<file path="src/hdl/msac_pkg.sv">
package msac_pkg;

    typedef enum logic {
        CMD_POINT = 1'b0,
        CMD_OFFER = 1'b1
    } cmd_e;

    typedef enum logic [2:0] {
        CFG_MODE           = 3'd0,
        CFG_POINTS_COUNT   = 3'd1,
        CFG_INLIER_THR     = 3'd2,
        CFG_NORM_THR       = 3'd3,
        CFG_INV_NORM_THR   = 3'd4
    } cfg_index_e;

    typedef struct packed {
        logic        mode;
        logic [12:0] points_count;
        logic [31:0] inlier_thr;
        logic [31:0] norm_threshold;
        logic [31:0] inverse_norm_threshold;
    } cfg_t;

    // one point (or offer) after the multiply stage
    typedef struct packed {
        cmd_e               cmd;
        logic signed [29:0] offered_score;
        logic               inlier;
        logic               in_norm;
        logic [16:0]        loss_term;
    } term_t;

    localparam logic [16:0]        ONE_Q16    = 17'h10000;
    localparam logic [12:0]        TALLY_MAX  = 13'h1FFF;
    localparam logic signed [29:0] BEST_RESET = 30'sh1FFF_FFFF;
    localparam logic signed [29:0] LOSS_MIN   = 30'sh2000_0000;
    localparam logic signed [28:0] SCORE_MIN  = 29'sh1000_0000;

    localparam logic        MODE_RANSAC  = 1'b0;
    localparam logic        MODE_MSAC    = 1'b1;

    localparam logic        MODE_RESET   = MODE_MSAC;
    localparam logic [12:0] COUNT_RESET  = 13'd4096;
    localparam logic [31:0] THR_RESET    = 32'h0001_0000;

endpackage

</file>
<file path="src/hdl/ransac_msac_hypothesis_scorer_unit.sv">
// An accepted point beat passes the input register, the multiply stage and the
// output register before its result is on m_valid. Throughput: one beat per cycle
// while no result is stalled on m_ready. While one is, a beat that ends a model
// waits in the multiply stage, and s_ready drops once the input stage is full.
// Reset: aresetn low clears all counters and the output valid, sets the kept best
// score to its largest positive value, and loads the register defaults.
module ransac_msac_hypothesis_scorer_unit #(
    parameter int MAX_POINTS = 4096
) (
    input  logic               aclk,
    input  logic               aresetn,
    input  logic               cfg_valid,
    output logic               cfg_ready,
    input  logic [2:0]         cfg_index,
    input  logic [31:0]        cfg_data,
    input  logic               s_valid,
    output logic               s_ready,
    input  logic               s_cmd,
    input  logic [31:0]        s_residual,
    input  logic signed [29:0] s_offered_score,
    output logic               m_valid,
    input  logic               m_ready,
    output logic [12:0]        m_inlier_count,
    output logic signed [28:0] m_score,
    output logic               m_stopped_early,
    output logic [12:0]        m_points_tested
);

    msac_pkg::cfg_t  cfg;
    msac_pkg::term_t term;
    logic            term_valid;
    logic            term_ready;

    msac_cfg u_cfg (
        .aclk      (aclk),
        .aresetn   (aresetn),
        .cfg_valid (cfg_valid),
        .cfg_ready (cfg_ready),
        .cfg_index (cfg_index),
        .cfg_data  (cfg_data),
        .cfg       (cfg)
    );

    msac_term u_term (
        .aclk            (aclk),
        .aresetn         (aresetn),
        .s_valid         (s_valid),
        .s_ready         (s_ready),
        .s_cmd           (s_cmd),
        .s_residual      (s_residual),
        .s_offered_score (s_offered_score),
        .cfg             (cfg),
        .term_valid      (term_valid),
        .term_ready      (term_ready),
        .term            (term)
    );

    msac_acc #(
        .MAX_POINTS (MAX_POINTS)
    ) u_acc (
        .aclk            (aclk),
        .aresetn         (aresetn),
        .cfg             (cfg),
        .term_valid      (term_valid),
        .term_ready      (term_ready),
        .term            (term),
        .m_valid         (m_valid),
        .m_ready         (m_ready),
        .m_inlier_count  (m_inlier_count),
        .m_score         (m_score),
        .m_stopped_early (m_stopped_early),
        .m_points_tested (m_points_tested)
    );

endmodule

</file>
<file path="src/hdl/msac_cfg.sv">
module msac_cfg (
    input  logic              aclk,
    input  logic              aresetn,
    input  logic              cfg_valid,
    output logic              cfg_ready,
    input  logic [2:0]        cfg_index,
    input  logic [31:0]       cfg_data,
    output msac_pkg::cfg_t    cfg
);

    msac_pkg::cfg_t cfg_reg;
    msac_pkg::cfg_t cfg_next;

    assign cfg_ready = 1'b1;
    assign cfg       = cfg_reg;

    always_comb begin
        cfg_next = cfg_reg;
        if (cfg_valid) begin
            case (cfg_index)
                msac_pkg::CFG_MODE:         cfg_next.mode = cfg_data[0];
                msac_pkg::CFG_POINTS_COUNT: cfg_next.points_count = cfg_data[12:0];
                msac_pkg::CFG_INLIER_THR:   cfg_next.inlier_thr = cfg_data;
                msac_pkg::CFG_NORM_THR:     cfg_next.norm_threshold = cfg_data;
                msac_pkg::CFG_INV_NORM_THR: cfg_next.inverse_norm_threshold = cfg_data;
                default:                    cfg_next = cfg_reg;
            endcase
        end
    end

    always_ff @(posedge aclk) begin
        if (!aresetn) begin
            cfg_reg.mode                   <= msac_pkg::MODE_RESET;
            cfg_reg.points_count           <= msac_pkg::COUNT_RESET;
            cfg_reg.inlier_thr             <= msac_pkg::THR_RESET;
            cfg_reg.norm_threshold         <= msac_pkg::THR_RESET;
            cfg_reg.inverse_norm_threshold <= msac_pkg::THR_RESET;
        end else begin
            cfg_reg <= cfg_next;
        end
    end

endmodule

</file>
<file path="src/hdl/msac_term.sv">
module msac_term (
    input  logic                aclk,
    input  logic                aresetn,
    input  logic                s_valid,
    output logic                s_ready,
    input  logic                s_cmd,
    input  logic [31:0]         s_residual,
    input  logic signed [29:0]  s_offered_score,
    input  msac_pkg::cfg_t      cfg,
    output logic                term_valid,
    input  logic                term_ready,
    output msac_pkg::term_t     term
);

    logic               in_valid_reg, in_valid_next;
    logic               in_cmd_reg;
    logic [31:0]        in_residual_reg;
    logic signed [29:0] in_offer_reg;
    logic               term_valid_reg, term_valid_next;
    msac_pkg::term_t    term_reg, term_next;

    logic               in_ready;
    logic               stage_ready;
    logic [63:0]        product;
    logic [47:0]        product_q;
    logic [16:0]        clamped;

    assign stage_ready = !term_valid_reg || term_ready;
    assign in_ready    = !in_valid_reg || stage_ready;
    assign s_ready     = in_ready;
    assign term_valid  = term_valid_reg;
    assign term        = term_reg;

    assign in_valid_next   = in_ready ? s_valid : in_valid_reg;
    assign term_valid_next = stage_ready ? in_valid_reg : term_valid_reg;

    always_comb begin
        product   = {32'h0, in_residual_reg} * {32'h0, cfg.inverse_norm_threshold};
        product_q = product[63:16];
        // hold the ratio at 1.0
        if (product_q > {31'h0, msac_pkg::ONE_Q16}) begin
            clamped = msac_pkg::ONE_Q16;
        end else begin
            clamped = product_q[16:0];
        end
        term_next.cmd           = msac_pkg::cmd_e'(in_cmd_reg);
        term_next.offered_score = in_offer_reg;
        term_next.inlier        = in_residual_reg < cfg.inlier_thr;
        term_next.in_norm       = in_residual_reg < cfg.norm_threshold;
        term_next.loss_term     = msac_pkg::ONE_Q16 - clamped;
    end

    always_ff @(posedge aclk) begin
        if (!aresetn) begin
            in_valid_reg   <= 1'b0;
            term_valid_reg <= 1'b0;
        end else begin
            in_valid_reg   <= in_valid_next;
            term_valid_reg <= term_valid_next;
        end
    end

    always_ff @(posedge aclk) begin
        if (s_valid && in_ready) begin
            in_cmd_reg      <= s_cmd;
            in_residual_reg <= s_residual;
            in_offer_reg    <= s_offered_score;
        end
        if (in_valid_reg && stage_ready) begin
            term_reg <= term_next;
        end
    end

endmodule

</file>
<file path="src/hdl/msac_acc.sv">
module msac_acc #(
    parameter int MAX_POINTS = 4096
) (
    input  logic                aclk,
    input  logic                aresetn,
    input  msac_pkg::cfg_t      cfg,
    input  logic                term_valid,
    output logic                term_ready,
    input  msac_pkg::term_t     term,
    output logic                m_valid,
    input  logic                m_ready,
    output logic [12:0]         m_inlier_count,
    output logic signed [28:0]  m_score,
    output logic                m_stopped_early,
    output logic [12:0]         m_points_tested
);

    localparam int PW = (MAX_POINTS > 2) ? $clog2(MAX_POINTS) : 1;
    localparam int NW = $clog2(MAX_POINTS + 1);
    localparam int CW = (NW > 13) ? NW : 13;
    localparam int SW = NW + 1;
    localparam int LW = NW + 19;

    logic [PW-1:0]      pos_reg, pos_next;
    logic [12:0]        tally_reg, tally_next;
    logic signed [29:0] loss_reg, loss_next;
    logic signed [29:0] best_reg, best_next;
    logic               fin_reg, fin_next;

    logic               m_valid_reg, m_valid_next;
    logic [12:0]        m_inlier_count_reg;
    logic signed [28:0] m_score_reg;
    logic               m_stopped_early_reg;
    logic [12:0]        m_points_tested_reg;

    logic [CW-1:0]      count_w;
    logic [NW-1:0]      n_eff;
    logic [NW-1:0]      pos_inc;
    logic               last;
    logic signed [30:0] loss_sum;
    logic signed [29:0] loss_upd;
    logic [12:0]        tally_upd;
    logic signed [30:0] score_w;
    logic signed [SW-1:0] span;
    logic signed [LW-1:0] bound;
    logic               stop;
    logic               is_point;
    logic               emit;
    logic               out_free;
    logic               fire;
    logic signed [28:0] score_sat;

    always_comb begin
        count_w = CW'(cfg.points_count);
        if (cfg.points_count == 13'd0) begin
            n_eff = NW'(1);
        end else if (count_w > CW'(MAX_POINTS)) begin
            n_eff = NW'(MAX_POINTS);
        end else begin
            n_eff = count_w[NW-1:0];
        end
        pos_inc = NW'(pos_reg) + NW'(1);
        last    = pos_inc >= n_eff;

        tally_upd = (term.inlier && tally_reg != msac_pkg::TALLY_MAX)
                  ? tally_reg + 13'd1 : tally_reg;
        loss_sum  = 31'(loss_reg) - 31'($signed({1'b0, term.loss_term}));
        if (!term.in_norm) begin
            loss_upd = loss_reg;
        end else if (loss_sum < 31'(msac_pkg::LOSS_MIN)) begin
            loss_upd = msac_pkg::LOSS_MIN;
        end else begin
            loss_upd = loss_sum[29:0];
        end

        if (cfg.mode == msac_pkg::MODE_MSAC) begin
            score_w = 31'(loss_upd);
        end else begin
            score_w = -$signed({2'b00, tally_upd, 16'h0000});
        end

        // best case for the rest: every remaining point adds a full -1.0
        span  = $signed({1'b0, n_eff}) - $signed({1'b0, NW'(pos_reg)});
        bound = LW'(score_w) - (LW'(span) <<< 16);
        stop  = bound > LW'(best_reg);

        score_sat = (score_w < 31'(msac_pkg::SCORE_MIN)) ? msac_pkg::SCORE_MIN
                                                          : score_w[28:0];

        is_point   = term.cmd == msac_pkg::CMD_POINT;
        emit       = is_point && !fin_reg && (last || stop);
        out_free   = !m_valid_reg || m_ready;
        term_ready = !emit || out_free;
        fire       = term_valid && term_ready;
    end

    always_comb begin
        pos_next   = pos_reg;
        tally_next = tally_reg;
        loss_next  = loss_reg;
        best_next  = best_reg;
        fin_next   = fin_reg;
        if (fire) begin
            if (!is_point) begin
                if (term.offered_score < best_reg) begin
                    best_next = term.offered_score;
                end
            end else if (last) begin
                pos_next   = '0;
                tally_next = '0;
                loss_next  = '0;
                fin_next   = 1'b0;
            end else begin
                pos_next = PW'(pos_inc);
                if (!fin_reg) begin
                    tally_next = tally_upd;
                    loss_next  = loss_upd;
                    fin_next   = stop;
                end
            end
        end
    end

    always_comb begin
        if (fire && emit) begin
            m_valid_next = 1'b1;
        end else if (m_ready) begin
            m_valid_next = 1'b0;
        end else begin
            m_valid_next = m_valid_reg;
        end
    end

    always_ff @(posedge aclk) begin
        if (!aresetn) begin
            pos_reg     <= '0;
            tally_reg   <= '0;
            loss_reg    <= '0;
            best_reg    <= msac_pkg::BEST_RESET;
            fin_reg     <= 1'b0;
            m_valid_reg <= 1'b0;
        end else begin
            pos_reg     <= pos_next;
            tally_reg   <= tally_next;
            loss_reg    <= loss_next;
            best_reg    <= best_next;
            fin_reg     <= fin_next;
            m_valid_reg <= m_valid_next;
        end
    end

    always_ff @(posedge aclk) begin
        if (fire && emit) begin
            m_inlier_count_reg  <= tally_upd;
            m_score_reg         <= score_sat;
            m_stopped_early_reg <= !last;
            m_points_tested_reg <= 13'(pos_inc);
        end
    end

    assign m_valid         = m_valid_reg;
    assign m_inlier_count  = m_inlier_count_reg;
    assign m_score         = m_score_reg;
    assign m_stopped_early = m_stopped_early_reg;
    assign m_points_tested = m_points_tested_reg;

endmodule

</file>
<file path="config.mk">
export PLATFORM = sky130hd
export DESIGN_NAME = ransac_msac_hypothesis_scorer_unit
export DESIGN_NICKNAME = d
export VERILOG_FILES = /design/src/hdl/msac_pkg.sv /design/src/hdl/ransac_msac_hypothesis_scorer_unit.sv /design/src/hdl/msac_cfg.sv /design/src/hdl/msac_term.sv /design/src/hdl/msac_acc.sv
export SDC_FILE = /design/constraint.sdc
export NUM_CORES = 2
export LEC_CHECK = 0
export ABC_AREA = 1
export BUFFER_PORTS_ARGS = -buffer_cell sky130_fd_sc_hd__buf_2
export CORE_ASPECT_RATIO = 0.9
export CORE_MARGIN = 8
export CORE_UTILIZATION = 51
export DETAILED_ROUTE_END_ITERATION = 10
export HOLD_SLACK_MARGIN = 0.12
export PLACE_DENSITY = 0.64
export SYNTH_ARGS = -nofsm -noshare
export SYNTH_HDL_FRONTEND = slang
export SYNTH_HIERARCHICAL = 1
export SYNTH_SLANG_ARGS = --single-unit
</file>
<file path="constraint.sdc">
create_clock -name aclk -period 10.9 [get_ports aclk]
set_input_delay 0.545 -clock aclk [delete_from_list [all_inputs] [get_ports aclk]]
set_output_delay 0.545 -clock aclk [all_outputs]
set_load 0.03 [all_outputs]
</file>
==> results.sh <==
export IMPL_grt_max_degree=99
export IMPL_synth_seq_area_share_pct=15.7
export IMPL_instances_no_fill=9320
export IMPL_relSlewSlack_pct=15.5
export IMPL_fin_tns_setup_ns=0
export IMPL_hpwl_um=140000
export IMPL_ctsResizeCount=0
export IMPL_start_util_pct=51.2
export IMPL_cts_path_max_buffers=3
export IMPL_r2r_start="u_term/in_residual_reg[7]$_DFFE_PP_"
export IMPL_final_max_slew_viol_count=0
export IMPL_netlist_area_mm2=0.0576
export IMPL_async_flop_share_pct=0
export IMPL_drt_iter0_drc=3650
export IMPL_cts_sinks=368
export IMPL_synth_xor_area_share_pct=1.12
export IMPL_routed_wl_um=175000
export IMPL_critPathKind="reg -> reg"
export IMPL_gp_congestion=0.951
export IMPL_cts_htree_levels=2
export IMPL_yosys_most_used_dff="dfxtp_1"
export IMPL_rsz0062_at_grt="false"
export IMPL_max_stage_delay_ns=1.00
export IMPL_synth_compound_area_share_pct=4.08
export IMPL_start_kind="flip-flop"
export IMPL_reg2reg_slack_ns=1.25
export IMPL_synthAdderAreaFrac_pct=40.8
export IMPL_io_buffer_count=160
export IMPL_setup_viol=0
export IMPL_grt_pass1_vias=50322
export IMPL_crit_family="adder cells"
export IMPL_required_ns=11.26
export IMPL_ir_worst_vdd_v=0.000123
export IMPL_fin_crit_sh_pct=88.5
export IMPL_grt_pass1_wl_um=278000
export IMPL_fin_crit_ns=9.65
export IMPL_fin_skew_ns=0.0402
export IMPL_dr_pass1_iters=6
export IMPL_antenna_found_initial=2
export IMPL_r2r_cells=38
export IMPL_leakage_nw=35.0
export IMPL_largest_reg_flops=110
export IMPL_syn_avg_cell_area_um2=7.44
export IMPL_cts_made_buffers=43
export IMPL_cts_tree="yes"
export IMPL_synth_fp_nets=9191
export IMPL_fp_dieH_um=335
export IMPL_num_nets_final=9242
export IMPL_ioPinCount=162
export IMPL_die_w_um=370
export IMPL_crit_fanout=23
export IMPL_power_density_mw_per_mm2=128
export IMPL_drive_gt1_share_pct=5.52
export IMPL_end_kind="flip-flop"
export IMPL_crit_start="u_term/in_residual_reg[7]$_DFFE_PP_"
export IMPL_drc=0
export IMPL_timing_critical_path_mode_cell="nand2_1"
export IMPL_reg2reg_to="u_term/term[8]$_DFFE_PP_"
export IMPL_vias=48339
export IMPL_clock_latency_ns=0.62
export IMPL_yosysWarningCount=6
export IMPL_fin_util_pct=54.9
export IMPL_cap_violations=0
export IMPL_worst_path_max_delay_cell="edfxtp_1"
export IMPL_crit_path_end="u_term/term[8]$_DFFE_PP_"
export IMPL_critical_path_depth=38
export IMPL_syn_to_final_growth_pct=7.28
export IMPL_timing_critical_path_buf_inv=9
export IMPL_grt_overflow=0
export IMPL_status="complete, no violations"
export IMPL_dieArea_mm2=0.124
export IMPL_fmax_ghz=0.104
export IMPL_whs_ns=0.148
export IMPL_stdcell_area_mm2=0.0618
export IMPL_rows=117
export IMPL_via_per_inst=5.19
export IMPL_dp_cells=9181
export IMPL_yosys_register_bits=368
export IMPL_core_area_mm2=0.113
export IMPL_crit_arrival_ns=10.00
export IMPL_mostFrequentLayoutCell="nand2_1"
export IMPL_dpl_instance_area_mm2=0.0598
export IMPL_syn_inst=7746
export IMPL_worst_pin_slew_ns=1.27
export IMPL_synth_top_family_by_area="adder cells"
export IMPL_drt_wirelength_per_cell_um=18.8
export IMPL_yosys_area_share_simple_pct=22.9
export IMPL_synth_cell_types=62
export IMPL_clock_root_buffer="clkbuf_16"
export IMPL_grt_use_total_pct=28.4
export IMPL_min_path_type="in -> reg"
export IMPL_clkSlewWorstSetupHoldPaths_ns=0.06
export IMPL_synth_mux_area_share_pct=0
export IMPL_hold_viol=0
export IMPL_mostFrequentLayoutCells="2161 x nand2_1, 2016 x inv_1, 898 x fa_1"
export IMPL_postRouteAntennaNets=0
export IMPL_synth_edf_count=169
[how the worst min path moves through the flow]
stage	from	to	cells after the start
3_3_place_gp	u_term/in_offer_reg[0]$_DFFE_PP_	u_term/term[19]$_DFFE_PP_	0
2_1_floorplan	u_term/in_offer_reg[0]$_DFFE_PP_	u_term/term[19]$_DFFE_PP_	0
5_1_grt	s_residual[11]	u_term/in_residual_reg[11]$_DFFE_PP_	1
6_report	s_residual[11]	u_term/in_residual_reg[11]$_DFFE_PP_	1
4_1_cts	s_residual[13]	u_term/in_residual_reg[13]$_DFFE_PP_	1
3_5_place_dp	u_term/in_offer_reg[18]$_DFFE_PP_	u_term/term[37]$_DFFE_PP_	0
[stage by stage]
step	setup slack [ns]	total power [mW]
3_5_place_dp	1.30	6.37
3_3_place_gp	1.28	6.34
5_1_grt	0.666	8.56
2_1_floorplan	2.73	4.76
4_1_cts	1.32	7.89
6_report	1.25	7.90
[per-layer routing]
| metal | global-route usage [%] | vias up | share of wire, % |
|---|---|---|---|
| met5 | 0 | - | 0.0074 |
| met4 | 8.83 | 2 | 3.3 |
| met3 | 4.24 | 330 | 7.5 |
| met2 | 47.9 | 1766 | 47 |
| met1 | 37.6 | 23392 | 42 |
| li1 | - | 22849 | - |
[cell usage after synthesis (12+ instances only)]
master | number | area (um2)
ha_1 | 444 | 5560
inv_1 | 2018 | 7570
xnor2_1 | 20 | 175
a21oi_1 | 219 | 1100
o21bai_1 | 17 | 128
clkbuf_1 | 232 | 871
nor2_2 | 13 | 81.3
nand3_1 | 309 | 1550
nor2_1 | 540 | 2030
dfxtp_1 | 199 | 3980
nand2_1 | 2161 | 8110
nand2_2 | 12 | 75.1
a21oi_2 | 22 | 193
inv_2 | 12 | 45.0
buf_2 | 40 | 200
o21ai_0 | 82 | 410
xor2_1 | 52 | 455
buf_1 | 12 | 45.0
nand4_1 | 109 | 682
edfxtp_1 | 169 | 5070
fa_1 | 898 | 18000
nor3_1 | 22 | 110
nand3b_1 | 17 | 128
[kinds of logic after synthesis]
logic type	count (synthesis)
other	1
AND/OR/NAND/NOR	3229
flip-flops	368
XOR/XNOR	73
AO/OA/AOI/OAI	405
adder cells (fa/ha/maj)	1342
buffers and inverters	2328
[layout make-up]
class	instances	area [um2]
clock inverter	24	274
tap	1487	1860
fill	10818	50700
antenna	1	2.50
clock buffer	56	1140
timing repair buffer	304	2080
inverter	2030	7620
sequential	368	9090
multi-input combinational	5050	39800
[repair_timing]
item / CTS / global route
buffers inserted: 0 / 0
endpoints found under the hold margin: 58 / 0
hold buffers: 58 / 0
[report_power, final]
part	switching (mW)	leakage, nW	internal (mW)
combinational	3.26	31.0	1.54
clock	0.650	0.696	0.831
sequential	0.114	3.23	1.51
total	4.02	35.0	3.88
Note: power is estimated with default switching activity, not from simulation.
